### src/led_strip_effect_generator_core_defines.svh
// Assertion macros shared by the LED strip effect generator RTL.
`ifndef LED_STRIP_EFFECT_GENERATOR_CORE_DEFINES_SVH
`define LED_STRIP_EFFECT_GENERATOR_CORE_DEFINES_SVH
`ifndef SYNTHESIS
`define LSEG_ASSERT(lbl, prop) \
    lbl: assert property (@(posedge clk) disable iff (!rst_n) (prop)) \
        else $error("lseg assertion failed");
`define LSEG_ASSERT_NEXT(lbl, ante, cons) \
    lbl: assert property (@(posedge clk) disable iff (!rst_n) (ante) |=> (cons)) \
        else $error("lseg assertion failed");
`else
`define LSEG_ASSERT(lbl, prop)
`define LSEG_ASSERT_NEXT(lbl, ante, cons)
`endif
`endif

### src/lseg_pkg.sv
// Package with types, codes and the colour wheel of the LED strip effect generator.
package lseg_pkg;

    localparam int COLOUR_W = 24;
    localparam int CNT_W    = 7;
    localparam int STEP_W   = 8;

    localparam logic [2:0] OP_BLANK    = 3'd0;
    localparam logic [2:0] OP_WIPE     = 3'd1;
    localparam logic [2:0] OP_RAINBOW  = 3'd2;
    localparam logic [2:0] OP_CYCLE    = 3'd3;
    localparam logic [2:0] OP_CHASE    = 3'd4;
    localparam logic [2:0] OP_CHASE_RB = 3'd5;
    localparam logic [2:0] OP_NOP      = 3'd6;

    // Status and result of the reciprocal divider (256 / pixel count).
    typedef struct packed {
        logic              busy;
        logic              done;
        logic [STEP_W-1:0] quot;
        logic [CNT_W-1:0]  rem;
    } div_res_t;

    // Three-segment colour wheel: red to green to blue and back to red.
    function automatic logic [COLOUR_W-1:0] wheel(input logic [7:0] pos);
        logic [7:0] w;
        logic [7:0] w3;
        logic [7:0] seg;
        begin
            w = 8'd255 - pos;
            if (w < 8'd85)
            begin
                w3 = 8'(w * 2'd3);
                wheel = {8'd255 - w3, 8'd0, w3};
            end
            else if (w < 8'd170)
            begin
                seg = w - 8'd85;
                w3  = 8'(seg * 2'd3);
                wheel = {8'd0, w3, 8'd255 - w3};
            end
            else
            begin
                seg = w - 8'd170;
                w3  = 8'(seg * 2'd3);
                wheel = {w3, 8'd255 - w3, 8'd0};
            end
        end
    endfunction

endpackage

### src/lseg_ram.sv
// Generic single-write, single-read RAM with registered read data.
module lseg_ram #(
    parameter int WIDTH = 24,
    parameter int DEPTH = 64
) (
    input  logic                     clk,
    input  logic                     we,
    input  logic [$clog2(DEPTH)-1:0] waddr,
    input  logic [WIDTH-1:0]         wdata,
    input  logic                     re,
    input  logic [$clog2(DEPTH)-1:0] raddr,
    output logic [WIDTH-1:0]         rdata
);

    logic [WIDTH-1:0] mem_reg [DEPTH];
    logic [WIDTH-1:0] rdata_reg;

    always_ff @(posedge clk)
    begin
        if (we)
        begin
            mem_reg[waddr] <= wdata;
        end
        if (re)
        begin
            rdata_reg <= mem_reg[raddr];
        end
    end

    assign rdata = rdata_reg;

endmodule

### src/lseg_recip_div.sv
// Bit-serial restoring divider that forms 256 / n and 256 mod n, one bit a cycle.
module lseg_recip_div (
    input  logic                   clk,
    input  logic                   rst_n,
    input  logic                   start,
    input  logic [lseg_pkg::CNT_W-1:0] divisor,
    output lseg_pkg::div_res_t     res
);

    logic                        busy_reg;
    logic                        done_reg;
    logic [3:0]                  cnt_reg;
    logic [8:0]                  quot_reg;
    logic [lseg_pkg::CNT_W-1:0]  rem_reg;
    logic [lseg_pkg::CNT_W-1:0]  div_reg;
    logic [lseg_pkg::CNT_W:0]    trial;
    logic                        ge;

    assign trial = {rem_reg, quot_reg[8]};
    assign ge    = trial >= {1'b0, div_reg};

    always_ff @(posedge clk or negedge rst_n)
    begin
        if (!rst_n)
        begin
            busy_reg <= 1'b0;
            done_reg <= 1'b0;
            cnt_reg  <= 4'd0;
        end
        else
        begin
            done_reg <= 1'b0;
            if (start)
            begin
                busy_reg <= 1'b1;
                cnt_reg  <= 4'd8;
            end
            else if (busy_reg)
            begin
                cnt_reg <= cnt_reg - 4'd1;
                if (cnt_reg == 4'd0)
                begin
                    busy_reg <= 1'b0;
                    done_reg <= 1'b1;
                end
            end
        end
    end

    always_ff @(posedge clk)
    begin
        if (start)
        begin
            quot_reg <= 9'd256;
            rem_reg  <= '0;
            div_reg  <= divisor;
        end
        else if (busy_reg)
        begin
            quot_reg <= {quot_reg[7:0], ge};
            rem_reg  <= ge ? lseg_pkg::CNT_W'(trial - {1'b0, div_reg})
                           : lseg_pkg::CNT_W'(trial);
        end
    end

    assign res.busy = busy_reg;
    assign res.done = done_reg;
    assign res.quot = quot_reg[7:0];
    assign res.rem  = rem_reg;

endmodule

### src/led_strip_effect_generator_core.sv
// Top level of the LED strip effect generator: sequencer, frame buffer and pixel unit.
//
// Usage: write the used LED count on the cfg channel (one beat, cfg_data, reset 64;
// zero counts as one, values above MAX_PIXELS saturate). Each beat on the in channel
// is one frame request: op selects the effect, red/green/blue the effect colour and
// restart clears the step counter first. The block then sends one beat per pixel on
// the out channel, pixel_index 0 up to count-1, with last set on the final pixel.
// Between an accepted request and the first pixel, the bit-serial divider forms
// 256 / count for the rainbow cycle spacing. After that one pixel leaves per cycle
// while the receiver takes them; the shared colour unit and the single frame buffer
// read port set that pace.
// in_ready is high only while no frame is being generated; the next request can be
// taken while the last pixels still drain from the output stages.
// A stalled receiver holds the output register, which stops the read pipeline and
// the pixel sequencer until the beat is taken; nothing is dropped.
// Reset clears the step counter, the chase phase and all frame buffer valid bits,
// so every pixel reads as black; the pixel count returns to 64.
`include "led_strip_effect_generator_core_defines.svh"

module led_strip_effect_generator_core #(
    parameter int MAX_PIXELS = 64
) (
    input  logic        clk,
    input  logic        rst_n,
    input  logic        cfg_valid,
    output logic        cfg_ready,
    input  logic [6:0]  cfg_data,
    input  logic        in_valid,
    output logic        in_ready,
    input  logic [2:0]  op,
    input  logic [7:0]  red,
    input  logic [7:0]  green,
    input  logic [7:0]  blue,
    input  logic        restart,
    output logic        out_valid,
    input  logic        out_ready,
    output logic [5:0]  pixel_index,
    output logic [23:0] pixel_colour,
    output logic        last
);

    localparam int IDX_W = $clog2(MAX_PIXELS);

    localparam logic [1:0] ST_IDLE = 2'd0;
    localparam logic [1:0] ST_DIV  = 2'd1;
    localparam logic [1:0] ST_EMIT = 2'd2;

    logic [1:0]                    state_reg;
    logic [lseg_pkg::CNT_W-1:0]    pixel_count_reg;
    logic [2:0]                    op_reg;
    logic [lseg_pkg::COLOUR_W-1:0] colour_reg;
    logic [lseg_pkg::CNT_W-1:0]    n_reg;
    logic [lseg_pkg::STEP_W-1:0]   step_reg;
    logic [1:0]                    phase_reg;
    logic [IDX_W-1:0]              idx_reg;
    logic [1:0]                    mod3_reg;
    logic [lseg_pkg::STEP_W-1:0]   q_reg;
    logic [lseg_pkg::CNT_W-1:0]    acc_reg;
    logic [lseg_pkg::STEP_W-1:0]   quo_reg;
    logic [lseg_pkg::CNT_W-1:0]    rmd_reg;
    logic [MAX_PIXELS-1:0]         valid_reg;

    logic                          p1_valid_reg;
    logic [IDX_W-1:0]              p1_idx_reg;
    logic                          p1_last_reg;
    logic                          p1_upd_reg;
    logic                          p1_vld_reg;
    logic [lseg_pkg::COLOUR_W-1:0] p1_col_reg;

    logic                          out_valid_reg;
    logic [5:0]                    out_idx_reg;
    logic [lseg_pkg::COLOUR_W-1:0] out_col_reg;
    logic                          out_last_reg;

    logic                          accept;
    logic [lseg_pkg::CNT_W-1:0]    n_calc;
    logic                          clear_all;
    logic                          p1_move;
    logic                          issue;
    logic                          last_issue;
    logic [7:0]                    wheel_pos;
    logic [lseg_pkg::COLOUR_W-1:0] pix_col;
    logic                          pix_upd;
    logic [lseg_pkg::CNT_W:0]      acc_sum;
    logic                          acc_wrap;
    logic                          step_adv;
    logic                          phase_adv;
    logic [lseg_pkg::COLOUR_W-1:0] ram_rdata;
    lseg_pkg::div_res_t            div_res;

    assign cfg_ready = 1'b1;
    assign in_ready  = (state_reg == ST_IDLE);
    assign accept    = in_valid && in_ready;

    // Used pixel count: zero counts as one, anything above the buffer saturates.
    always_comb
    begin
        if (pixel_count_reg == '0)
        begin
            n_calc = lseg_pkg::CNT_W'(1);
        end
        else if (pixel_count_reg > lseg_pkg::CNT_W'(MAX_PIXELS))
        begin
            n_calc = lseg_pkg::CNT_W'(MAX_PIXELS);
        end
        else
        begin
            n_calc = pixel_count_reg;
        end
    end

    // Blank and both chase effects wipe the whole buffer, including unused pixels.
    assign clear_all = (op == lseg_pkg::OP_BLANK) || (op == lseg_pkg::OP_CHASE) ||
                       (op == lseg_pkg::OP_CHASE_RB);

    lseg_recip_div u_div (
        .clk     (clk),
        .rst_n   (rst_n),
        .start   (accept),
        .divisor (n_calc),
        .res     (div_res)
    );

    // The read pipeline advances when the output register is free or being taken.
    assign p1_move    = p1_valid_reg && (!out_valid_reg || out_ready);
    assign issue      = (state_reg == ST_EMIT) && (!p1_valid_reg || p1_move);
    assign last_issue = (lseg_pkg::CNT_W'(idx_reg) == n_reg - lseg_pkg::CNT_W'(1));

    // Shared pixel colour unit: picks the wheel position for the effect and decides
    // whether the current pixel gets a new value this frame.
    always_comb
    begin
        case (op_reg)
            lseg_pkg::OP_CYCLE:
            begin
                wheel_pos = q_reg + step_reg;
            end
            lseg_pkg::OP_CHASE_RB:
            begin
                wheel_pos = (step_reg == 8'd255) ? 8'd0 : step_reg;
            end
            default:
            begin
                wheel_pos = 8'(idx_reg) + step_reg;
            end
        endcase

        if ((op_reg == lseg_pkg::OP_WIPE) || (op_reg == lseg_pkg::OP_CHASE))
        begin
            pix_col = colour_reg;
        end
        else
        begin
            pix_col = lseg_pkg::wheel(wheel_pos);
        end

        case (op_reg)
            lseg_pkg::OP_WIPE:
            begin
                pix_upd = (8'(idx_reg) == step_reg);
            end
            lseg_pkg::OP_RAINBOW, lseg_pkg::OP_CYCLE:
            begin
                pix_upd = 1'b1;
            end
            lseg_pkg::OP_CHASE, lseg_pkg::OP_CHASE_RB:
            begin
                pix_upd = (mod3_reg == phase_reg);
            end
            default:
            begin
                pix_upd = 1'b0;
            end
        endcase
    end

    // Running i*256/n: add the quotient each pixel and carry when the remainder wraps.
    assign acc_sum  = {1'b0, acc_reg} + {1'b0, rmd_reg};
    assign acc_wrap = acc_sum >= {1'b0, n_reg};

    assign step_adv = ((op_reg == lseg_pkg::OP_WIPE) && (step_reg < 8'(n_reg))) ||
                      (op_reg == lseg_pkg::OP_RAINBOW) || (op_reg == lseg_pkg::OP_CYCLE) ||
                      (op_reg == lseg_pkg::OP_CHASE_RB);
    assign phase_adv = (op_reg == lseg_pkg::OP_CHASE) || (op_reg == lseg_pkg::OP_CHASE_RB);

    lseg_ram #(
        .WIDTH (lseg_pkg::COLOUR_W),
        .DEPTH (MAX_PIXELS)
    ) u_frame_ram (
        .clk   (clk),
        .we    (issue && pix_upd),
        .waddr (idx_reg),
        .wdata (pix_col),
        .re    (issue),
        .raddr (idx_reg),
        .rdata (ram_rdata)
    );

    // Control state.
    always_ff @(posedge clk or negedge rst_n)
    begin
        if (!rst_n)
        begin
            state_reg       <= ST_IDLE;
            pixel_count_reg <= lseg_pkg::CNT_W'(64);
            step_reg        <= '0;
            phase_reg       <= 2'd0;
            valid_reg       <= '0;
            p1_valid_reg    <= 1'b0;
            out_valid_reg   <= 1'b0;
        end
        else
        begin
            if (cfg_valid && cfg_ready)
            begin
                pixel_count_reg <= cfg_data;
            end

            case (state_reg)
                ST_IDLE:
                begin
                    if (accept)
                    begin
                        state_reg <= ST_DIV;
                        if (restart)
                        begin
                            step_reg <= '0;
                        end
                        if (clear_all)
                        begin
                            valid_reg <= '0;
                        end
                    end
                end
                ST_DIV:
                begin
                    if (div_res.done)
                    begin
                        state_reg <= ST_EMIT;
                    end
                end
                ST_EMIT:
                begin
                    if (issue)
                    begin
                        if (pix_upd)
                        begin
                            valid_reg[idx_reg] <= 1'b1;
                        end
                        if (last_issue)
                        begin
                            state_reg <= ST_IDLE;
                            if (step_adv)
                            begin
                                step_reg <= step_reg + 8'd1;
                            end
                            if (phase_adv)
                            begin
                                phase_reg <= (phase_reg == 2'd2) ? 2'd0 : phase_reg + 2'd1;
                            end
                        end
                    end
                end
                default:
                begin
                    state_reg <= ST_IDLE;
                end
            endcase

            if (issue)
            begin
                p1_valid_reg <= 1'b1;
            end
            else if (p1_move)
            begin
                p1_valid_reg <= 1'b0;
            end

            if (p1_move)
            begin
                out_valid_reg <= 1'b1;
            end
            else if (out_ready)
            begin
                out_valid_reg <= 1'b0;
            end
        end
    end

    // Frame context, pixel counters and pipeline payload.
    always_ff @(posedge clk)
    begin
        if (accept)
        begin
            op_reg     <= op;
            colour_reg <= {red, green, blue};
            n_reg      <= n_calc;
        end
        if (div_res.done)
        begin
            quo_reg  <= div_res.quot;
            rmd_reg  <= div_res.rem;
            idx_reg  <= '0;
            mod3_reg <= 2'd0;
            q_reg    <= '0;
            acc_reg  <= '0;
        end
        else if (issue)
        begin
            idx_reg  <= idx_reg + IDX_W'(1);
            mod3_reg <= (mod3_reg == 2'd2) ? 2'd0 : mod3_reg + 2'd1;
            if (acc_wrap)
            begin
                acc_reg <= lseg_pkg::CNT_W'(acc_sum - {1'b0, n_reg});
                q_reg   <= q_reg + quo_reg + 8'd1;
            end
            else
            begin
                acc_reg <= lseg_pkg::CNT_W'(acc_sum);
                q_reg   <= q_reg + quo_reg;
            end
        end
        if (issue)
        begin
            p1_idx_reg  <= idx_reg;
            p1_last_reg <= last_issue;
            p1_upd_reg  <= pix_upd;
            p1_vld_reg  <= valid_reg[idx_reg];
            p1_col_reg  <= pix_col;
        end
        if (p1_move)
        begin
            out_idx_reg  <= 6'(p1_idx_reg);
            out_last_reg <= p1_last_reg;
            if (p1_upd_reg)
            begin
                out_col_reg <= p1_col_reg;
            end
            else if (p1_vld_reg)
            begin
                out_col_reg <= ram_rdata;
            end
            else
            begin
                out_col_reg <= '0;
            end
        end
    end

    assign out_valid    = out_valid_reg;
    assign pixel_index  = out_idx_reg;
    assign pixel_colour = out_col_reg;
    assign last         = out_last_reg;

    // The divider reports a result only while the sequencer waits for it.
    `LSEG_ASSERT(a_div_done_in_div, !div_res.done || (state_reg == ST_DIV))
    // Pixels are only sequenced once the divider has finished.
    `LSEG_ASSERT(a_emit_div_idle, (state_reg != ST_EMIT) || !div_res.busy)
    // Issuing the final pixel returns the sequencer to idle.
    `LSEG_ASSERT_NEXT(a_last_to_idle, issue && last_issue, state_reg == ST_IDLE)
    // A new pixel read never overwrites a stalled read result.
    `LSEG_ASSERT_NEXT(a_p1_hold, p1_valid_reg && !p1_move, p1_valid_reg)

endmodule

### config.mk
export PLATFORM = sky130hd
export DESIGN_NAME = led_strip_effect_generator_core
export DESIGN_NICKNAME = d
export VERILOG_FILES = /design/src/lseg_pkg.sv /design/src/lseg_ram.sv /design/src/lseg_recip_div.sv /design/src/led_strip_effect_generator_core.sv
export VERILOG_INCLUDE_DIRS = /design/src /design/src/src
export SDC_FILE = /design/constraint.sdc
export NUM_CORES = 2
export LEC_CHECK = 0
export ABC_CLOCK_PERIOD_IN_PS = 12400
export BUFFER_PORTS_ARGS = -buffer_cell sky130_fd_sc_hd__buf_2
export CORE_MARGIN = 10
export CORE_UTILIZATION = 50
export DETAILED_ROUTE_END_ITERATION = 8
export PLACE_DENSITY_LB_ADDON = 0.15
export SETUP_SLACK_MARGIN = 0.1
export SYNTH_ARGS = -nofsm -noshare
export SYNTH_HDL_FRONTEND = slang
export SYNTH_HIERARCHICAL = 1
export SYNTH_SLANG_ARGS = --single-unit
### constraint.sdc
create_clock -name clk -period 12.4 [get_ports clk]
set_clock_uncertainty 0.1 [all_clocks]
set_input_delay 2.48 -clock clk [delete_from_list [all_inputs] [get_ports clk]]
set_output_delay 2.48 -clock clk [all_outputs]
set_load 0.02 [all_outputs]
Word level (Yosys, flattened, before mapping):

Memory sizes are Yosys's and may differ from the RTL's. A register that Yosys moved wholly into a read port is not among the register bits.
Cells that the tools add are included.

* add/sub/neg operators: 19
* multiply operators: 3
* div/mod/pow operators: 0
* magnitude comparators: 8
* equality and inequality tests: 23
* shifts and indexed selects: 0
* muxes and demuxes: 48
* bitwise logic cells: 1
* reduce and logical (&&, ||, !) cells: 32

Operators by type and width (count)
* 64-bit 2-to-1 mux: 4
* 64-bit one-hot mux with 2 select lines: 1
* 24-bit 2-to-1 mux: 5
* 64-bit bitwise OR: 1
* 8-bit 2-to-1 mux: 7
* 8-bit one-hot mux with 2 select lines: 2
* 8-bit subtractor, first input constant: 4
* 8-bit by 2-bit multiplier with 8-bit output, second input constant: 3
* 7-bit 2-to-1 mux: 3
* 8-bit by 1-bit adder with 8-bit output, second input constant: 2
* 8-bit adder: 2
* 8-bit by 7-bit greater-or-equal comparator with 1-bit output: 2
* 1-bit 2-to-1 mux: 14
* 7-bit subtractor: 2
* 3-bit == test, second input constant: 4
* 2-bit 2-to-1 mux: 6
* 1-bit logical OR: 9
* 6-bit by 8-bit adder with 8-bit output: 1
* 7-bit by 7-bit adder with 8-bit output: 1
* 6-bit by 8-bit == test with 1-bit output: 1
* 8-bit == test, second input constant: 1
* 8-bit by 7-bit less-than comparator with 1-bit output: 1
* 8-bit by 7-bit less-than comparator with 1-bit output, second input constant: 1
* 8-bit less-than comparator, second input constant: 1
* 33 further kinds: 56

* register bits: 243
* latch bits: 0
* memory bits (writable): 1536
* bits in read-only memories: 0
* output and inout port bits: 34
* memories kept: 1

Memories
* u_frame_ram.mem_reg: words 64, bits a word 24, read ports 1, clocked after Yosys merged registers in 1, wr ports 1, RTL line lseg_ram.sv:15 `logic [WIDTH-1:0] mem_reg [DEPTH];`

Longest topological paths before layout:

* depth after elaboration: 10
* mapped depth: 27
* depth with buffers taken out: 24

By module:

Netlist, hierarchy kept.

By module, submodules not included
* lseg_ram: times used 1, cells each 2610, area each 59535.8 um2, sequential area each 46844.9 um2
* led_strip_effect_generator_core: times used 1, cells each 1132, area each 12110.4 um2, sequential area each 5982.0 um2
* lseg_recip_div: times used 1, cells each 173, area each 1657.8 um2, sequential area each 680.7 um2

Worst setup path before layout:

No wires, ideal clock.

* kind: flip-flop to flip-flop
* start: register idx_reg[0]
* end: register p1_col_reg[11] (netlist name), data pin
* library setup time: 0.917 ns
* arrival: 7.806 ns
* data required time: 11.383 ns
* setup slack: 3.577 ns
* cell stages (with the launch flop): 20
* path buffers: 5
* path through: dfxtp_1 > clkbuf_1 > buf_2 > buf_1 > buf_2 > mux2_2 > ha_1 > fa_1 > nand2_1 > and2_1 > inv_1 > ha_1 > nand2b_1 > nand3_1 > mux2_2 > a32o_2 > nand2_1 > and2_1 > buf_2 > o41ai_1

* word-level cells in the longest chain between the ends: 9
* elaborated cells on any way between the ends: 13
* classes of those cells: add/sub: 5; mul: 2; order compare: 2; mux: 4

RTL lines
* start, declared: RTL line led_strip_effect_generator_core.sv:55 `logic [IDX_W-1:0] idx_reg;`
* start signal, assigned: RTL line led_strip_effect_generator_core.sv:310 `idx_reg <= idx_reg + IDX_W'(1);`
* 6-bit by 8-bit adder with 8-bit output (*): RTL line led_strip_effect_generator_core.sv:144 `wheel_pos = 8'(idx_reg) + step_reg;`
* 8-bit one-hot mux with 2 select lines (*): RTL line led_strip_effect_generator_core.sv:133 `case (op_reg)`
* 8-bit subtractor (*): RTL line lseg_pkg.sv:30 `w = 8'd255 - pos;`
* 8-bit subtractor: RTL line lseg_pkg.sv:44 `seg = w - 8'd170;`
* 8-bit by 2-bit multiplier with 8-bit output: RTL line lseg_pkg.sv:45 `w3 = 8'(seg * 2'd3);`
* 8-bit subtractor: RTL line lseg_pkg.sv:46 `wheel = {w3, 8'd255 - w3, 8'd0};`
* 24-bit 2-to-1 mux: RTL line lseg_pkg.sv:36 `else if (w < 8'd170)`
* 24-bit 2-to-1 mux (*): RTL line lseg_pkg.sv:31 `if (w < 8'd85)`
* 24-bit 2-to-1 mux (*): RTL line led_strip_effect_generator_core.sv:148 `if ((op_reg == lseg_pkg::OP_WIPE) || (op_reg == lseg_pkg::OP_CHASE))`
* net pix_col (one bit): RTL line led_strip_effect_generator_core.sv:82 `logic [lseg_pkg::COLOUR_W-1:0] pix_col;`
* end signal, assigned: RTL line led_strip_effect_generator_core.sv:329 `p1_col_reg <= pix_col;`
* end, declared: RTL line led_strip_effect_generator_core.sv:68 `logic [lseg_pkg::COLOUR_W-1:0] p1_col_reg;`

The timed path passes the listed nets; every way through them passes the cells marked *.
A chain may end at the register's enable or synchronous reset.

Worst setup path in the final report:

* start: register op_reg[1]
* end: memory u_frame_ram.mem_reg[48][15], data pin

* word-level cells in the longest chain between the ends: 9
* elaborated cells on any way between the ends: 17
* classes of those cells: add/sub: 4; mul: 2; order compare: 2; eq/ne: 4; mux: 4; reduce/logical: 1

RTL lines
* start, declared: RTL line led_strip_effect_generator_core.sv:50 `logic [2:0] op_reg;`
* start signal, assigned: RTL line led_strip_effect_generator_core.sv:295 `op_reg <= op;`
* 3-bit == test / 3-bit by 2-bit == test with 1-bit output (equally long branches): RTL line led_strip_effect_generator_core.sv:133
* 8-bit one-hot mux with 2 select lines: RTL line led_strip_effect_generator_core.sv:133
* 8-bit subtractor: RTL line lseg_pkg.sv:30
* 8-bit subtractor: RTL line lseg_pkg.sv:44
* 8-bit by 2-bit multiplier with 8-bit output: RTL line lseg_pkg.sv:45
* 8-bit subtractor: RTL line lseg_pkg.sv:46
* 24-bit 2-to-1 mux: RTL line lseg_pkg.sv:36
* 24-bit 2-to-1 mux: RTL line lseg_pkg.sv:31
* 24-bit 2-to-1 mux (*): RTL line led_strip_effect_generator_core.sv:148
* net pix_col (one bit): RTL line led_strip_effect_generator_core.sv:82
* end, declared: RTL line lseg_ram.sv:15

Marks and branches as above.

==> summary.md <==
The core region is 0.146 mm^2. The first detailed-routing pass ran for 5 iterations. The tools report the post-synthesis instance total as 3914. Power density relative to cell area: 259 mW/mm^2.

Clock-pin slew was measured on the worst setup and hold paths at 0.07 ns. Traced cell by cell, the critical path runs through and2b_1, nand2_1, mux2_2, ha_1, fa_1, xnor2_1, nor2_1, or2_1, inv_1, ha_1, a21boi_0, a2bb2oi_1, xnor2_1, ha_1, a21o_1, a21oi_1, o21bai_1, a21oi_1, xnor2_1, xnor2_1, mux2i_1, a221o_2, buf_4. The flip-flop count of the largest register after layout works out to 1536. The run gives 1 as the initial antenna violation count. The number of buffers inserted during clock tree synthesis is 182.

Cell occurring most often along the worst timing path: xnor2_1. The buffer depth of the longest clock path is 3, and the die area is 0.162 mm^2. Counting both buffers and inverters, the worst setup path holds a total of 2. In the final timing run, aggregate negative setup slack is 0 ns.

The logs give 6127 for the number of non-filler instances in the completed layout and 0 for the number of gates given a new drive strength after cts. Global routing used 21.5% of the available tracks across all layers. The run gives 11.1k as the fill cell total of the finished layout. Clock latency on the worst-skew pair, taken at its later pin, is 0.81 ns. The horizontal die dimension was 403 um. The post-place instance area is 0.0763 mm^2.

The delay of the slowest critical-path stage is 0.51 ns, and the vias per cell is 6.13. The run finished with clean final reports. After detailed placement, the design holds a cell count of 5797. The floorplan has 140 rows.

The number of hold violations in the final report is 0, and the vertical die dimension is 403 um. The run gives 1810 as the clock net sink count. STA classifies the critical path endpoint as a flip-flop.

The clock tree synthesis step divided the H-tree into 4 levels. The area growth from synthesis to layout is 11.7%. The routed wirelength normalized by instance count was 28.6 um. The tools report the via count of the first global-routing pass as 38.0k.

The tool flagged a number of max-cap violations equal to 0. Summed over all layers, the global routing overflow is 0. The final HPWL from detailed placement came out at 103 mm.

Once the floorplan was initialized, standard cells occupied 50.3% of the core. 74 I/O pins were placed. Headroom to the max-slew limit came out at 22.0%. The synthesized net count is 4038. STA puts the critical path data arrival time at 6.89 ns.

Averaged over all synthesized cells, the footprint is 18.7 um^2. Once detail routing completed, the nets flagged for antenna violations numbered 0. Summing over every cut layer, the via total after detailed routing is 37.6k. The critical path data required time came out at 12.81 ns. The clock period could shrink to 6.48 ns. Kind of cell adding the most delay to the critical path: compound AO/OA/AOI/OAI gates.

Of all nets on the critical path, the largest fanout is 65. The run gives 0 as the total of endpoints with negative setup slack in the final report. In this run the post-CTS setup repair buffer count came out at 0.

Port buffering added 72 buffers. For this block, the initial DRC count from the detailed router was 3093. The critical path in this run is classified as reg2reg. For this run, the top clock speed supported by timing is 154 MHz. TritonCTS built the clock tree.

The tools report the post-route DRC violation count as 0. The tightest min-delay check is of the reg2reg type. The root buffer cell chosen for the clock tree is clkbuf_16. The number of warnings printed during yosys synthesis is 6, and the slew at the pin closest to its max-slew limit is 1.17 ns. The final layout contains routed wiring with a total length of 175 mm. After routing the design area is 0.0818 mm^2.

For this run, the post-layout net count is 4188. For the reported leakage power, the log shows 26.6 nW. The run gives 259 mm as the first-pass GRT wire length.

Entering global routing, the biggest net connects 102 pins. At the end of routability-driven placement, the weighted congestion stood at 0.810. Dividing the final minimum period by the clock period gives 52.3%. The run gives 0 as the post-cts hold buffer count. The logs give 0 for the final count of pins violating max slew and 0.0733 mm^2 for the post-synthesis instance area.

The cell with the biggest individual delay on the critical path is buf_4. Across the VDD grid, the largest voltage drop is 0.346 mV. The worst setup path is launched from a flip-flop. Setup repair after global routing left no endpoint under its margin. The post-route netlist has 23.7% of its cells at a drive strength greater than 1.
worst reg2reg max path, delay by kind of cell (launching register included):
kind                       cells  cell delay, ns
DFF                            1            0.50
AOI/OAI and AO/OA              7            1.32
adders and majority gates      4            1.17
muxes                          2            0.60
xor gates and xnor gates       4            0.75
and+or+nand+nor                4            0.96
buffers and inverters          2            0.70
power by group:
| part | total (mW) | leakage (nW) | switching, mW | internal [mW] |
|---|---|---|---|---|
| logic | 7.09 | 7.09 | 4.71 | 2.38 |
| registers | 8.95 | 16.8 | 0.197 | 8.75 |
| clock network | 5.13 | 2.68 | 2.27 | 2.86 |
placed cells by master, fill, tap and decap left out, types with 45 or more instances in the layout:
| cell type | n |
|---|---|
| mux4_2 | 359 |
| inv_1 | 48 |
| nor2_2 | 56 |
| ha_1 | 77 |
| edfxtp_1 | 1680 |
| dfrtp_1 | 90 |
| nor2_1 | 173 |
| nand3_1 | 46 |
| o22ai_1 | 53 |
| a21oi_1 | 133 |
| buf_2 | 71 |
| a221oi_1 | 57 |
| xnor2_1 | 58 |
| clkinv_1 | 45 |
| buf_4 | 117 |
| mux2i_1 | 121 |
| clkbuf_1 | 50 |
| nand2_1 | 107 |
| clkbuf_16 | 185 |
| mux2_2 | 75 |
path summary, 6_finish.rpt:
| path | slack (ns) | cells past startpoint | start | endpoint |
|---|---|---|---|---|
| hold / removal | 0.33 | 0 | p1_idx_reg[0] | pixel_index[0] |
| max in group asynchronous | 9.51 | 2 | rst_n | valid_reg[19] |
| setup / recovery | 5.92 | 23 | op_reg[1] | u_frame_ram/mem_reg[48][15] |
| hold reg to reg | 0.33 | 0 | p1_idx_reg[0] | pixel_index[0] |
| min in group asynchronous | 1.47 | 1 | rst_n | pixel_count_reg[4] |
| setup reg to reg | 5.92 | 23 | op_reg[1] | u_frame_ram/mem_reg[48][15] |
area by class of cell:
| type | instances | area [um^2] | area share (%) |
|---|---|---|---|
| diodes | 1 | 2.50 | 0.00306 |
| clock buffers | 236 | 4830 | 5.90 |
| clock inverters | 93 | 701 | 0.856 |
| inverters | 53 | 201 | 0.246 |
| multi-input cells | 1826 | 18900 | 23.1 |
| flip-flops and latches | 1810 | 53500 | 65.4 |
| well taps | 1917 | 2400 | 2.93 |
| repair buffers | 191 | 1290 | 1.58 |
metal layers:
metal | up-vias | GRT usage [%] | wire length (um)
li1 | 16200 | - | -
met1 | 19900 | 29.7 | 74100
met2 | 1282 | 34.5 | 84100
met3 | 267 | 4.16 | 12000
met4 | 2 | 6.99 | 5210
met5 | - | 0 | 9
metrics by stage:
stage                     util [%]  total power [mW]  hold slack [ns]  worst slack (ns)
after global placement        52.4              16.2            0.305              5.92
after global routing          56.2              22.2            0.336              5.32
after CTS                     56.2              21.4            0.330              5.89
final                         56.2              21.2            0.327              5.92
after detailed placement      52.4              16.3            0.308              5.92
after floorplan                  -              13.8            0.300              3.58
No activity file was read; power rests on OpenSTA's default activity.
